$ cat config.mk
export PLATFORM = sky130hd
export DESIGN_NAME = dxt_texture_block_decoder_core_flat
export DESIGN_NICKNAME = d
export VERILOG_FILES = /design/src/hw/rtl/dxt_pkg.sv /design/src/hw/rtl/dxt_blk_if.sv /design/src/hw/rtl/dxt_texel_if.sv /design/src/hw/rtl/dxt_palette.sv /design/src/hw/rtl/dxt_serializer.sv /design/src/hw/rtl/dxt_texture_block_decoder_core.sv /design/src/flat_wrapper.sv
export SDC_FILE = /design/constraint.sdc
export NUM_CORES = 2
export LEC_CHECK = 0
export BUFFER_PORTS_ARGS = -buffer_cell sky130_fd_sc_hd__buf_2
export CAP_MARGIN = 15
export CORE_MARGIN = 4
export CORE_UTILIZATION = 25
export CTS_CLUSTER_DIAMETER = 60
export CTS_CLUSTER_SIZE = 30
export DETAILED_ROUTE_END_ITERATION = 12
export PLACE_DENSITY_LB_ADDON = 0.05
export SYNTH_ARGS = -nofsm -noshare
export SYNTH_HDL_FRONTEND = slang
export SYNTH_SLANG_ARGS = --single-unit
$ cat constraint.sdc
create_clock -name clk -period 40.5 [get_ports clk]
set_input_delay 4.05 -clock clk [delete_from_list [all_inputs] [get_ports clk]]
set_output_delay 4.05 -clock clk [all_outputs]
set_load 0.02 [all_outputs]
$ cat src/hw/rtl/dxt_pkg.sv
// ----------------------------------------------------------------------------
// dxt_pkg
// Shared types, format codes and fixed-point helpers for the S3TC block
// decoder: 565 expansion and exact constant divides by reciprocal multiply.
// ----------------------------------------------------------------------------
package dxt_pkg;

  typedef logic [1:0] fmt_t;

  localparam fmt_t FMT_ONE_BIT  = 2'd0;
  localparam fmt_t FMT_EXPLICIT = 2'd1;
  localparam fmt_t FMT_INTERP   = 2'd2;

  // channel order inside a colour
  localparam int CH_R = 2;
  localparam int CH_G = 1;
  localparam int CH_B = 0;

  localparam logic [1:0] IDX_BLACK = 2'd3;
  localparam logic [3:0] LAST_POS  = 4'd15;

  localparam logic [9:0]  RECIP3 = 10'd683;   // ceil(2^11 / 3)
  localparam logic [11:0] RECIP7 = 12'd2341;  // ceil(2^14 / 7)
  localparam logic [10:0] RECIP5 = 11'd1639;  // ceil(2^13 / 5)

  typedef logic [2:0][7:0] rgb_t;

  // stage one: endpoints expanded, numerators formed
  typedef struct packed {
    fmt_t             fmt;
    logic             four;
    logic             gt;
    rgb_t             c0;
    rgb_t             c1;
    logic [2:0][9:0]  num2;
    logic [2:0][9:0]  num3;
    logic [5:0][10:0] anum;
    logic [63:0]      aw;
    logic [31:0]      cidx;
  } s1_t;

  // stage two: full palette and alpha levels of one block
  typedef struct packed {
    fmt_t            fmt;
    logic            four;
    logic [3:0][2:0][7:0] col;
    logic [7:0][7:0] alev;
    logic [63:0]     aw;
    logic [31:0]     cidx;
  } blk_pal_t;

  function automatic rgb_t expand565(input logic [15:0] v);
    rgb_t c;
    c[CH_R] = {v[15:11], v[15:13]};
    c[CH_G] = {v[10:5], v[10:9]};
    c[CH_B] = {v[4:0], v[4:2]};
    return c;
  endfunction

  // exact for x < 2048
  function automatic logic [7:0] div3(input logic [9:0] x);
    logic [19:0] p;
    p = {10'd0, x} * {10'd0, RECIP3};
    return p[18:11];
  endfunction

  // exact for x < 5461
  function automatic logic [7:0] div7(input logic [10:0] x);
    logic [22:0] p;
    p = {12'd0, x} * {11'd0, RECIP7};
    return p[21:14];
  endfunction

  // exact for x < 2730
  function automatic logic [7:0] div5(input logic [10:0] x);
    logic [21:0] p;
    p = {11'd0, x} * {11'd0, RECIP5};
    return p[20:13];
  endfunction

endpackage

$ cat src/hw/rtl/dxt_blk_if.sv
// ----------------------------------------------------------------------------
// dxt_blk_if
// Compressed block channel: alpha half and colour half of one 4x4 block.
// ----------------------------------------------------------------------------
interface dxt_blk_if;
  logic        valid;
  logic        ready;
  logic [63:0] alpha_word;
  logic [63:0] color_word;

  modport source (output valid, output alpha_word, output color_word, input ready);
  modport sink   (input valid, input alpha_word, input color_word, output ready);
endinterface

$ cat src/hw/rtl/dxt_texel_if.sv
// ----------------------------------------------------------------------------
// dxt_texel_if
// Texel channel: one RGBA texel with its position in the block.
// ----------------------------------------------------------------------------
interface dxt_texel_if;
  logic       valid;
  logic       ready;
  logic [7:0] texel_red;
  logic [7:0] texel_green;
  logic [7:0] texel_blue;
  logic [7:0] texel_alpha;
  logic [3:0] texel_position;
  logic       last_texel;

  modport source (output valid, output texel_red, output texel_green, output texel_blue,
                  output texel_alpha, output texel_position, output last_texel,
                  input ready);
  modport sink   (input valid, input texel_red, input texel_green, input texel_blue,
                  input texel_alpha, input texel_position, input last_texel,
                  output ready);
endinterface

$ cat src/hw/rtl/dxt_palette.sv
// ----------------------------------------------------------------------------
// dxt_palette
// Two pipeline stages that build the block palette: endpoint expansion and
// weighted sums, then constant divides to colour and alpha levels.
// ----------------------------------------------------------------------------
module dxt_palette
  import dxt_pkg::*;
(
  input  logic      clk,
  input  logic      rst_n,
  input  fmt_t      fmt,
  dxt_blk_if.sink   in_blk,
  output logic      pal_valid,
  input  logic      pal_ready,
  output blk_pal_t  pal
);

  logic     s1_v_r;
  s1_t      s1_r;
  s1_t      s1_nxt;
  logic     s1_ready;
  logic     s2_v_r;
  blk_pal_t s2_r;
  blk_pal_t s2_nxt;
  logic     s2_ready;

  assign s2_ready     = !s2_v_r || pal_ready;
  assign s1_ready     = !s1_v_r || s2_ready;
  assign in_blk.ready = s1_ready;

  // stage one
  always_comb begin
    logic [15:0] e0;
    logic [15:0] e1;
    logic [7:0]  a0;
    logic [7:0]  a1;
    logic [9:0]  p0;
    logic [9:0]  p1;
    fmt_t        f;
    e0 = in_blk.color_word[15:0];
    e1 = in_blk.color_word[31:16];
    a0 = in_blk.alpha_word[7:0];
    a1 = in_blk.alpha_word[15:8];
    f  = (fmt == FMT_EXPLICIT || fmt == FMT_INTERP) ? fmt : FMT_ONE_BIT;
    s1_nxt.fmt  = f;
    s1_nxt.four = (f != FMT_ONE_BIT) || (e0 > e1);
    s1_nxt.gt   = a0 > a1;
    s1_nxt.c0   = expand565(e0);
    s1_nxt.c1   = expand565(e1);
    s1_nxt.aw   = in_blk.alpha_word;
    s1_nxt.cidx = in_blk.color_word[63:32];
    for (int c = 0; c < 3; c++) begin
      p0 = {2'b00, s1_nxt.c0[c]};
      p1 = {2'b00, s1_nxt.c1[c]};
      if (s1_nxt.four) begin
        s1_nxt.num2[c] = {p0[8:0], 1'b0} + p1;
        s1_nxt.num3[c] = p0 + {p1[8:0], 1'b0};
      end else begin
        s1_nxt.num2[c] = p0 + p1;
        s1_nxt.num3[c] = '0;
      end
    end
    for (int k = 0; k < 6; k++) begin
      if (s1_nxt.gt) begin
        s1_nxt.anum[k] = 11'(6 - k) * {3'b000, a0} + 11'(1 + k) * {3'b000, a1};
      end else if (k < 4) begin
        s1_nxt.anum[k] = 11'(4 - k) * {3'b000, a0} + 11'(1 + k) * {3'b000, a1};
      end else begin
        s1_nxt.anum[k] = '0;
      end
    end
  end

  // stage two
  always_comb begin
    s2_nxt.fmt    = s1_r.fmt;
    s2_nxt.four   = s1_r.four;
    s2_nxt.aw     = s1_r.aw;
    s2_nxt.cidx   = s1_r.cidx;
    s2_nxt.col[0] = s1_r.c0;
    s2_nxt.col[1] = s1_r.c1;
    for (int c = 0; c < 3; c++) begin
      if (s1_r.four) begin
        s2_nxt.col[2][c] = div3(s1_r.num2[c]);
        s2_nxt.col[3][c] = div3(s1_r.num3[c]);
      end else begin
        s2_nxt.col[2][c] = s1_r.num2[c][8:1];
        s2_nxt.col[3][c] = '0;
      end
    end
    s2_nxt.alev[0] = s1_r.aw[7:0];
    s2_nxt.alev[1] = s1_r.aw[15:8];
    for (int k = 0; k < 6; k++) begin
      if (s1_r.gt) begin
        s2_nxt.alev[k + 2] = div7(s1_r.anum[k]);
      end else if (k < 4) begin
        s2_nxt.alev[k + 2] = div5(s1_r.anum[k]);
      end else if (k == 4) begin
        s2_nxt.alev[k + 2] = 8'd0;
      end else begin
        s2_nxt.alev[k + 2] = 8'd255;
      end
    end
  end

  always_ff @(posedge clk) begin
    if (!rst_n) begin
      s1_v_r <= 1'b0;
      s2_v_r <= 1'b0;
    end else begin
      if (s1_ready) begin
        s1_v_r <= in_blk.valid;
      end
      if (s2_ready) begin
        s2_v_r <= s1_v_r;
      end
    end
  end

  always_ff @(posedge clk) begin
    if (s1_ready && in_blk.valid) begin
      s1_r <= s1_nxt;
    end
    if (s2_ready && s1_v_r) begin
      s2_r <= s2_nxt;
    end
  end

  assign pal_valid = s2_v_r;
  assign pal       = s2_r;

endmodule

$ cat src/hw/rtl/dxt_serializer.sv
// ----------------------------------------------------------------------------
// dxt_serializer
// Holds one decoded palette and walks the sixteen texels in raster order,
// one per cycle while out_tx is not stalled, into a registered output.
// ----------------------------------------------------------------------------
module dxt_serializer
  import dxt_pkg::*;
(
  input  logic       clk,
  input  logic       rst_n,
  input  logic       pal_valid,
  output logic       pal_ready,
  input  blk_pal_t   pal,
  dxt_texel_if.source out_tx
);

  logic       busy_r;
  logic [3:0] cnt_r;
  blk_pal_t   blk_r;
  logic       adv;
  logic       take;

  logic       out_v_r;
  logic [7:0] red_r;
  logic [7:0] green_r;
  logic [7:0] blue_r;
  logic [7:0] alpha_r;
  logic [3:0] pos_r;
  logic       last_r;

  logic [1:0] ci;
  logic [2:0] ai;
  logic [3:0] nib;
  logic [5:0] apos;
  rgb_t       col;
  logic [7:0] alpha_nxt;

  assign adv       = busy_r && (!out_v_r || out_tx.ready);
  assign pal_ready = !busy_r || (adv && cnt_r == LAST_POS);
  assign take      = pal_valid && pal_ready;

  always_comb begin
    ci   = blk_r.cidx[{cnt_r, 1'b0} +: 2];
    nib  = blk_r.aw[{cnt_r, 2'b00} +: 4];
    apos = 6'd16 + {2'b00, cnt_r} + {1'b0, cnt_r, 1'b0};
    ai   = blk_r.aw[apos +: 3];
    col  = blk_r.col[ci];
    unique case (blk_r.fmt)
      FMT_EXPLICIT: alpha_nxt = {nib, nib};
      FMT_INTERP:   alpha_nxt = blk_r.alev[ai];
      default: begin
        // three-colour mode: index 3 is transparent black
        alpha_nxt = (!blk_r.four && ci == IDX_BLACK) ? 8'd0 : 8'd255;
      end
    endcase
  end

  always_ff @(posedge clk) begin
    if (!rst_n) begin
      busy_r  <= 1'b0;
      cnt_r   <= '0;
      out_v_r <= 1'b0;
    end else begin
      if (take) begin
        busy_r <= 1'b1;
        cnt_r  <= '0;
      end else if (adv) begin
        cnt_r <= cnt_r + 4'd1;
        if (cnt_r == LAST_POS) begin
          busy_r <= 1'b0;
        end
      end
      if (adv) begin
        out_v_r <= 1'b1;
      end else if (out_tx.ready) begin
        out_v_r <= 1'b0;
      end
    end
  end

  always_ff @(posedge clk) begin
    if (take) begin
      blk_r <= pal;
    end
    if (adv) begin
      red_r   <= col[CH_R];
      green_r <= col[CH_G];
      blue_r  <= col[CH_B];
      alpha_r <= alpha_nxt;
      pos_r   <= cnt_r;
      last_r  <= (cnt_r == LAST_POS);
    end
  end

  assign out_tx.valid          = out_v_r;
  assign out_tx.texel_red      = red_r;
  assign out_tx.texel_green    = green_r;
  assign out_tx.texel_blue     = blue_r;
  assign out_tx.texel_alpha    = alpha_r;
  assign out_tx.texel_position = pos_r;
  assign out_tx.last_texel     = last_r;

endmodule

$ cat src/hw/rtl/dxt_texture_block_decoder_core.sv
// ----------------------------------------------------------------------------
// dxt_texture_block_decoder_core
// S3TC (DXT1/DXT3/DXT5 style) block decoder: one compressed 4x4 block in,
// sixteen RGBA texels out in raster order, last one flagged.
//
//   channel   direction  handshake         payload
//   in_blk    in         valid/ready       alpha_word, color_word
//   out_tx    out        valid/ready       texel rgba, position, last_texel
//   cfg_*     in         cfg_we            cfg_wdata = block format
//
// a block yields sixteen texels, one texel per cycle out of the serializer
// while out_tx is not stalled; the next block is taken on the cycle its
// predecessor's last texel is issued; a block passes through the 2 palette
// stages, the serializer and the output register
// synchronous active-low reset clears valid bits and the format register
// a stall on out_tx holds every stage in place, nothing is dropped
// ----------------------------------------------------------------------------
module dxt_texture_block_decoder_core
  import dxt_pkg::*;
(
  input  logic        clk,
  input  logic        rst_n,
  dxt_blk_if.sink     in_blk,
  dxt_texel_if.source out_tx,
  input  logic        cfg_we,
  input  logic [1:0]  cfg_wdata
);

  fmt_t     fmt_r;
  logic     pal_valid;
  logic     pal_ready;
  blk_pal_t pal;

  always_ff @(posedge clk) begin
    if (!rst_n) begin
      fmt_r <= FMT_ONE_BIT;
    end else if (cfg_we) begin
      fmt_r <= cfg_wdata;
    end
  end

  dxt_palette u_palette (
    .clk       (clk),
    .rst_n     (rst_n),
    .fmt       (fmt_r),
    .in_blk    (in_blk),
    .pal_valid (pal_valid),
    .pal_ready (pal_ready),
    .pal       (pal)
  );

  dxt_serializer u_serializer (
    .clk       (clk),
    .rst_n     (rst_n),
    .pal_valid (pal_valid),
    .pal_ready (pal_ready),
    .pal       (pal),
    .out_tx    (out_tx)
  );

endmodule
$ cat src/flat_wrapper.sv
// flat-port wrapper written by rule: the top's interface ports become plain ports
module dxt_texture_block_decoder_core_flat import dxt_pkg::*;
  (clk, rst_n, cfg_we, cfg_wdata, in_blk_valid, in_blk_alpha_word, in_blk_color_word, in_blk_ready, out_tx_valid, out_tx_texel_red, out_tx_texel_green, out_tx_texel_blue, out_tx_texel_alpha, out_tx_texel_position, out_tx_last_texel, out_tx_ready);
  dxt_blk_if in_blk_i ();
  dxt_texel_if out_tx_i ();
  input  logic clk;
  input  logic rst_n;
  input  logic cfg_we;
  input  logic [1:0] cfg_wdata;
  input wire logic [$bits(in_blk_i.valid)-1:0] in_blk_valid;
  input wire logic [$bits(in_blk_i.alpha_word)-1:0] in_blk_alpha_word;
  input wire logic [$bits(in_blk_i.color_word)-1:0] in_blk_color_word;
  output wire logic [$bits(in_blk_i.ready)-1:0] in_blk_ready;
  output wire logic [$bits(out_tx_i.valid)-1:0] out_tx_valid;
  output wire logic [$bits(out_tx_i.texel_red)-1:0] out_tx_texel_red;
  output wire logic [$bits(out_tx_i.texel_green)-1:0] out_tx_texel_green;
  output wire logic [$bits(out_tx_i.texel_blue)-1:0] out_tx_texel_blue;
  output wire logic [$bits(out_tx_i.texel_alpha)-1:0] out_tx_texel_alpha;
  output wire logic [$bits(out_tx_i.texel_position)-1:0] out_tx_texel_position;
  output wire logic [$bits(out_tx_i.last_texel)-1:0] out_tx_last_texel;
  input wire logic [$bits(out_tx_i.ready)-1:0] out_tx_ready;
  assign in_blk_i.valid = in_blk_valid;
  assign in_blk_i.alpha_word = in_blk_alpha_word;
  assign in_blk_i.color_word = in_blk_color_word;
  assign in_blk_ready = in_blk_i.ready;
  assign out_tx_valid = out_tx_i.valid;
  assign out_tx_texel_red = out_tx_i.texel_red;
  assign out_tx_texel_green = out_tx_i.texel_green;
  assign out_tx_texel_blue = out_tx_i.texel_blue;
  assign out_tx_texel_alpha = out_tx_i.texel_alpha;
  assign out_tx_texel_position = out_tx_i.texel_position;
  assign out_tx_last_texel = out_tx_i.last_texel;
  assign out_tx_i.ready = out_tx_ready;
  dxt_texture_block_decoder_core u_core (.clk(clk), .rst_n(rst_n), .in_blk(in_blk_i), .out_tx(out_tx_i), .cfg_we(cfg_we), .cfg_wdata(cfg_wdata));
endmodule
# Word-level counts from Yosys, hierarchy flattened
# Cells that the tools add are included.
[totals]
reg_bits = 839
latch_bits = 0
ram_bits = 0
romBits = 0
input_bits = 135
out_inout_bits = 39
mem_count = 0
[classes]
addsub = 22
mul = 22
div_mod_pow = 0
magnitude_cmp = 4
n_eq_ne = 6
shifts = 3
n_mux = 26
bitwise = 1
n_reduce_logical = 23
[op_table]
columns = ["cell", "n"]
rows = [
  ["$mul 11x12->22 const B", 6],
  ["$mul 10x10->19 const B", 6],
  ["$mul 11x11->21 const B", 4],
  ["$mux 8", 9],
  ["$shiftx 64x7->3", 1],
  ["$shiftx 64x7->4", 1],
  ["$bmux 24 s2", 1],
  ["$mux 11", 4],
  ["$mul 2x8->10 const A", 4],
  ["$shiftx 32x6->2", 1],
  ["$add 8x9->10", 3],
  ["$add 9x8->10", 3],
  ["$mux 10", 3],
  ["$add 8x8->9", 3],
  ["$bmux 8 s3", 1],
  ["$mux 24", 1],
  ["$add 10x10->11", 2],
  ["$mul 3x8->11 const A", 2],
  ["$gt 16x16->1", 1],
  ["$pmux 8 s2", 1],
  ["$add 10x8->11", 1],
  ["$add 10x9->11", 1],
  ["$add 11x8->11", 1],
  ["$add 11x9->11", 1],
  ["other kinds (22)", 46],
]

# Logic depth before layout (Yosys ltp)
[logic_depth]
word_depth = 8
mapped_depth = 21
ltp_nobuf = 20

# By module
# Synthesis repeated with hierarchy kept, for this count alone.
[hier_totals]
hier_cells = 5079
area_unflattened_um2 = 62613.8
[modules_own_cells]
columns = ["mod", "instances", "cells_each", "area_per_inst_um2"]
rows = [
  ["dxt_palette", 1, 4429, 49548.8],
  ["dxt_serializer", 1, 644, 12992.5],
  ["dxt_texture_block_decoder_core", 1, 6, 72.6],
]

# Worst setup path after synthesis
# No wires, ideal clock.
[synth_timing]
kind = "input -> register"
from = "in out_tx_ready"
to = "reg u_core.u_palette.s2_r, in the netlist u_core.u_palette.pal[0] (enable)"
arrival_ns = 20.693
t_required_ns = 39.338
setup_slack_ns = 18.645
cell_stages = 3
n_path_buf = 0
cell_sequence = "nor2b_1 -> o21a_1 -> a21boi_0"
[synth_via]
elab_chain_cells = 6
[synth_lines]
columns = ["element", "line", "text"]
rows = [
  ["start, declared", "flat_wrapper.sv:21", "input wire logic [$bits(out_tx_i.ready)-1:0] out_tx_ready;"],
  ["$logic_or 1x1->1", "dxt_serializer.sv:38", "assign adv = busy_r && (!out_v_r || out_tx.ready);"],
  ["$logic_and 1x1->1", "dxt_serializer.sv:38", ""],
  ["$logic_and 1x1->1", "dxt_serializer.sv:39", "assign pal_ready = !busy_r || (adv && cnt_r == LAST_POS);"],
  ["$logic_or 1x1->1", "dxt_serializer.sv:39", ""],
  ["$logic_or 1x1->1", "dxt_palette.sv:27", "assign s2_ready = !s2_v_r || pal_ready;"],
  ["$logic_and 1x1->1", "dxt_palette.sv:124", "if (s2_ready && s1_v_r) begin"],
  ["end signal, assigned", "dxt_palette.sv:125", "s2_r <= s2_nxt;"],
  ["end, declared", "dxt_palette.sv:23", "blk_pal_t s2_r;"],
]
# Every way passes these cells.
# A chain may end at the register's enable or synchronous reset.

# Worst setup path after layout
[layout_timing]
from = "in out_tx_ready"
to = "out in_blk_ready"
[layout_via]
elab_chain_cells = 6
[layout_lines]
columns = ["element", "line", "text"]
rows = [
  ["$logic_or 1x1->1", "dxt_serializer.sv:38", ""],
  ["$logic_and 1x1->1", "dxt_serializer.sv:38", ""],
  ["$logic_and 1x1->1", "dxt_serializer.sv:39", ""],
  ["$logic_or 1x1->1", "dxt_serializer.sv:39", ""],
  ["$logic_or 1x1->1", "dxt_palette.sv:27", ""],
  ["$logic_or 1x1->1", "dxt_palette.sv:28", "assign s1_ready = !s1_v_r || s2_ready;"],
  ["end, declared", "flat_wrapper.sv:13", "output wire logic [$bits(in_blk_i.ready)-1:0] in_blk_ready;"],
]
# Every way passes these cells.

==> flow_summary_export.csv <==
group,metric,value,unit
cells_and_area,regArea,22600,um^2
sta,max_slew.worst_pin.slew,1.06,ns
drt,antenna_left,0,
cells_and_area,fin_nets,6893,
sta,final_hold_viol_count,0,
cts,insertion_delay,0.80,ns
worst_setup_path,arrival,5.17,ns
synth,synthArstFlopShare,0,%
synth,synth_top_area_cell,"edfxtp_1",
cts,post_cts_resized,0,
synth,synth_enable_flop_cells,745,
drt,dr.first_iter.drc_count,1522,
worst_setup_path,critical-path-top-delay-family,"compound AO/OA/AOI/OAI gates",
synth,syn_nets,6649,
cts,clock_sinks,755,
grt,grt_pass1_wl,251000,um
die,coreArea,243000,um^2
sta,whs,0.381,ns
grt,grt_antenna_before_repair,10,
synth,synth.top_cell.area_share,36.6,%
cts,cts_root_buf,"clkbuf_16",
worst_setup_path,slowest_delay,0.43,ns
place,gp_congestion,0.761,
worst_setup_path,endpoint_kind,"output port",
drt,vias_per_cell,4.31,
die,die_h,502,um
sta,slew_viol_final,0,
worst_setup_path,path_common_cell,"buf_2",
cts,cts_made_buffers,98,
sta,skew,0.107,ns
sta,final-setup-viol-count,0,
cells_and_area,multi_input_area,34600,um^2
flow_run,cap_viol_max_count,0,
cts,cts_hold_buf,0,
pwr,powerDensity,83.4,nW/um^2
grt,grt_pass1_vias,39796,
die,initial_core_util,25.1,%
cells_and_area,areaGrowthSynthToFinish,14.1,%
worst_setup_path,crit_slowest_cell,"o21a_1",
sta,max_freq,0.109,GHz
cts,cts_tree,"done",
cts,clockBufferDepth,3,
sta,min_period,9.22,ns
cells_and_area,design_area,69700,um^2
worst_setup_path,path_cells,"buf_2 -> nor2b_1 -> o21a_1 -> nand3_1 -> buf_2",
cells_and_area,finalCoreUtilization,28.7,%
worst_hold_path,hp-class,"register to register",
synth,synthDistinctLibCells,66,
die,rows,181,
worst_setup_path,crit_type,"input pin to output port",
synth,syn_avg_cell_area,12.3,um^2
synth,ys_ff_latch,755,
pwr,leakagePower,31.5,nW
pwr,vdd_drop_max,0.0645,mV
worst_setup_path,critical_path_buf_inv_count,2,
die,fp.dieW,502,um
sta,tns,0,ns
place,placed_area,66100,um^2
sta,relSlewSlack,29.1,%
grt,grt_usage,13.2,%
synth,synth_commonest_cells,"ha_1, inv_1, edfxtp_1",
cells_and_area,fin_cells,8505,
synth,yosysSeqAreaShare,36.9,%
outcome,outcome,"finished clean",
synth,ys.flop_type,"edfxtp_1",
drt,wire_per_inst,19.3,um
sta,post-route-period-util,22.8,%
drt,drtPass1Iterations,6,
worst_setup_path,crit_required,36.45,ns
drt,drc_errors,0,
synth,netlist_area,61100,um^2
die,num_io_pins,174,
cells_and_area,drive_gt1_share,10.4,%
cells_and_area,fillCellCount,25157,
drt,vias,36633,
cts,cts_setup_buffers,0,
cts,htreeDepth,3,
die,die-area,252000,um^2
synth,yosysMostFrequentCell,"ha_1",
sta,rsz0062_at_grt,"no",
grt,grt_overflow,0,
synth,yosys_warnings,0,
place,dp_cells,8316,
grt,grt_max_degree,137,
synth,yosys-top-cells-area,"edfxtp_1, ha_1, fa_1",
synth,synthCells,4970,
place,place_hpwl,128000,um
worst_setup_path,start_kind,"input pin",
worst_setup_path,path_max_fanout,6,
cts,clk_pin_slew_worst_paths,0.05,ns
drt,wl,165000,um
place,io_buffers,173,
## area by class of cell
class	count	area share, %
multi-input combinational	3169	49.7
sequential	755	32.4
tap	3202	5.74
inverter	978	5.26
clock buffer	100	3.53
clock inverter	85	1.71
timing repair buffer	212	1.70
antenna	4	0.0144
## worst register-to-register path, stage by stage (launching register included)
cell and delay (ns):
edfxtp_1 0.65, ha_1 0.46, inv_1 0.11, fa_1 0.54
inv_1 0.05, fa_1 0.50, fa_1 0.56, inv_1 0.06
fa_1 0.53, inv_1 0.04, ha_1 0.30, nand4_1 0.18
nor2_1 0.08, a211oi_1 0.61, o211ai_1 0.26, o21a_1 0.25
or3_1 0.31, a21oi_1 0.20, a21oi_1 0.07
## stage by stage
| stage | total power, mW | setup slack (ns) |
|---|---|---|
| 4_1_cts | 6.01 | 31.27 |
| 6_report | 5.82 | 31.28 |
| 3_3_place_gp | 5.03 | 31.30 |
| 5_1_grt | 6.59 | 31.16 |
| 3_5_place_dp | 4.99 | 31.27 |
| 2_1_floorplan | 3.94 | 18.65 |
## cell families (layout without fill, tap and decap cells)
family                   Yosys count  after routing  synth area share [%]
AND/OR/NAND/NOR                  500            500                  4.05
other                              0              4                     0
flip-flops                       755            755                  36.9
AO/OA/AOI/OAI                    654            654                  6.82
buffers and inverters           1046           1375                  6.51
adder cells (fa/ha/maj)         1544           1544                  36.3
XOR/XNOR                         262            262                  3.75
multiplexers                     209            209                  5.64
## power by group
part / internal, mW / switching (mW)
clock: 0.513 / 0.433
combinational: 1.63 / 2.12
sequential: 1.04 / 0.0858
## layout by cell type, fill, tap and decap left out, types with 18 or more instances in the layout
| master | n |
|---|---|
| ha_1 | 1162 |
| inv_1 | 976 |
| edfxtp_1 | 745 |
| fa_1 | 381 |
| a21oi_1 | 211 |
| xnor2_1 | 192 |
| buf_2 | 173 |
| nor2_1 | 145 |
| o21ai_0 | 105 |
| mux4_2 | 104 |
| clkbuf_16 | 98 |
| a21o_1 | 85 |
| nor3_1 | 82 |
| nand2_1 | 74 |
| mux2i_1 | 73 |
| xor2_1 | 69 |
| o21bai_1 | 55 |
| nand3_1 | 40 |
| buf_4 | 37 |
| mux2_2 | 31 |
| o21a_1 | 30 |
| nor2b_1 | 25 |
| or3_1 | 24 |
| a31oi_1 | 24 |
| nand4_1 | 20 |
| a211oi_1 | 19 |
| o31ai_1 | 19 |
| and2_1 | 18 |
## final timing paths
| check | slack [ns] | to | cells after the start | startpoint |
|---|---|---|---|---|
| min reg2reg | 0.38 | u_core.u_serializer.blk_r[222]$_DFFE_PP_ | 0 | u_core.u_palette.pal[222]$_DFFE_PP_ |
| min | 0.38 | u_core.u_serializer.blk_r[222]$_DFFE_PP_ | 0 | u_core.u_palette.pal[222]$_DFFE_PP_ |
| max | 31.28 | in_blk_ready | 5 | out_tx_ready |
| max reg2reg | 34.47 | u_core.u_palette.pal[131]$_DFFE_PP_ | 18 | u_core.u_palette.s1_r[124]$_DFFE_PP_ |
## sequential cells by signal, summed over array words and instances, names as in the netlist
| register | flops |
|---|---|
| u_core.u_serializer.out_tx.texel_blue | 8 |
| u_core.u_serializer.out_tx.texel_green | 8 |
| u_core.u_serializer.out_tx.texel_position | 4 |
| u_core.u_serializer.busy_r | 1 |
| u_core.u_palette.s1_r | 254 |
| u_core.u_serializer.out_tx.texel_alpha | 8 |
| u_core.u_serializer.blk_r | 227 |
| u_core.fmt_r | 2 |
| u_core.u_serializer.out_tx.texel_red | 8 |
| u_core.u_palette.pal_valid | 1 |
| u_core.u_palette.pal | 227 |
| u_core.u_serializer.cnt_r | 4 |
| u_core.u_palette.s1_v_r | 1 |
| u_core.u_serializer.out_tx.valid | 1 |
| u_core.u_serializer.out_tx.last_texel | 1 |
## metal layers
layer  GRT usage (%)  share of wire, %  vias up
li1                -                 -    17994
met1            17.8                47    18075
met2            22.6                48      419
met3            1.57               2.6      145
met4            2.81               1.9        0
met5               0                 0        -
Note: power is estimated with default switching activity, not from simulation.
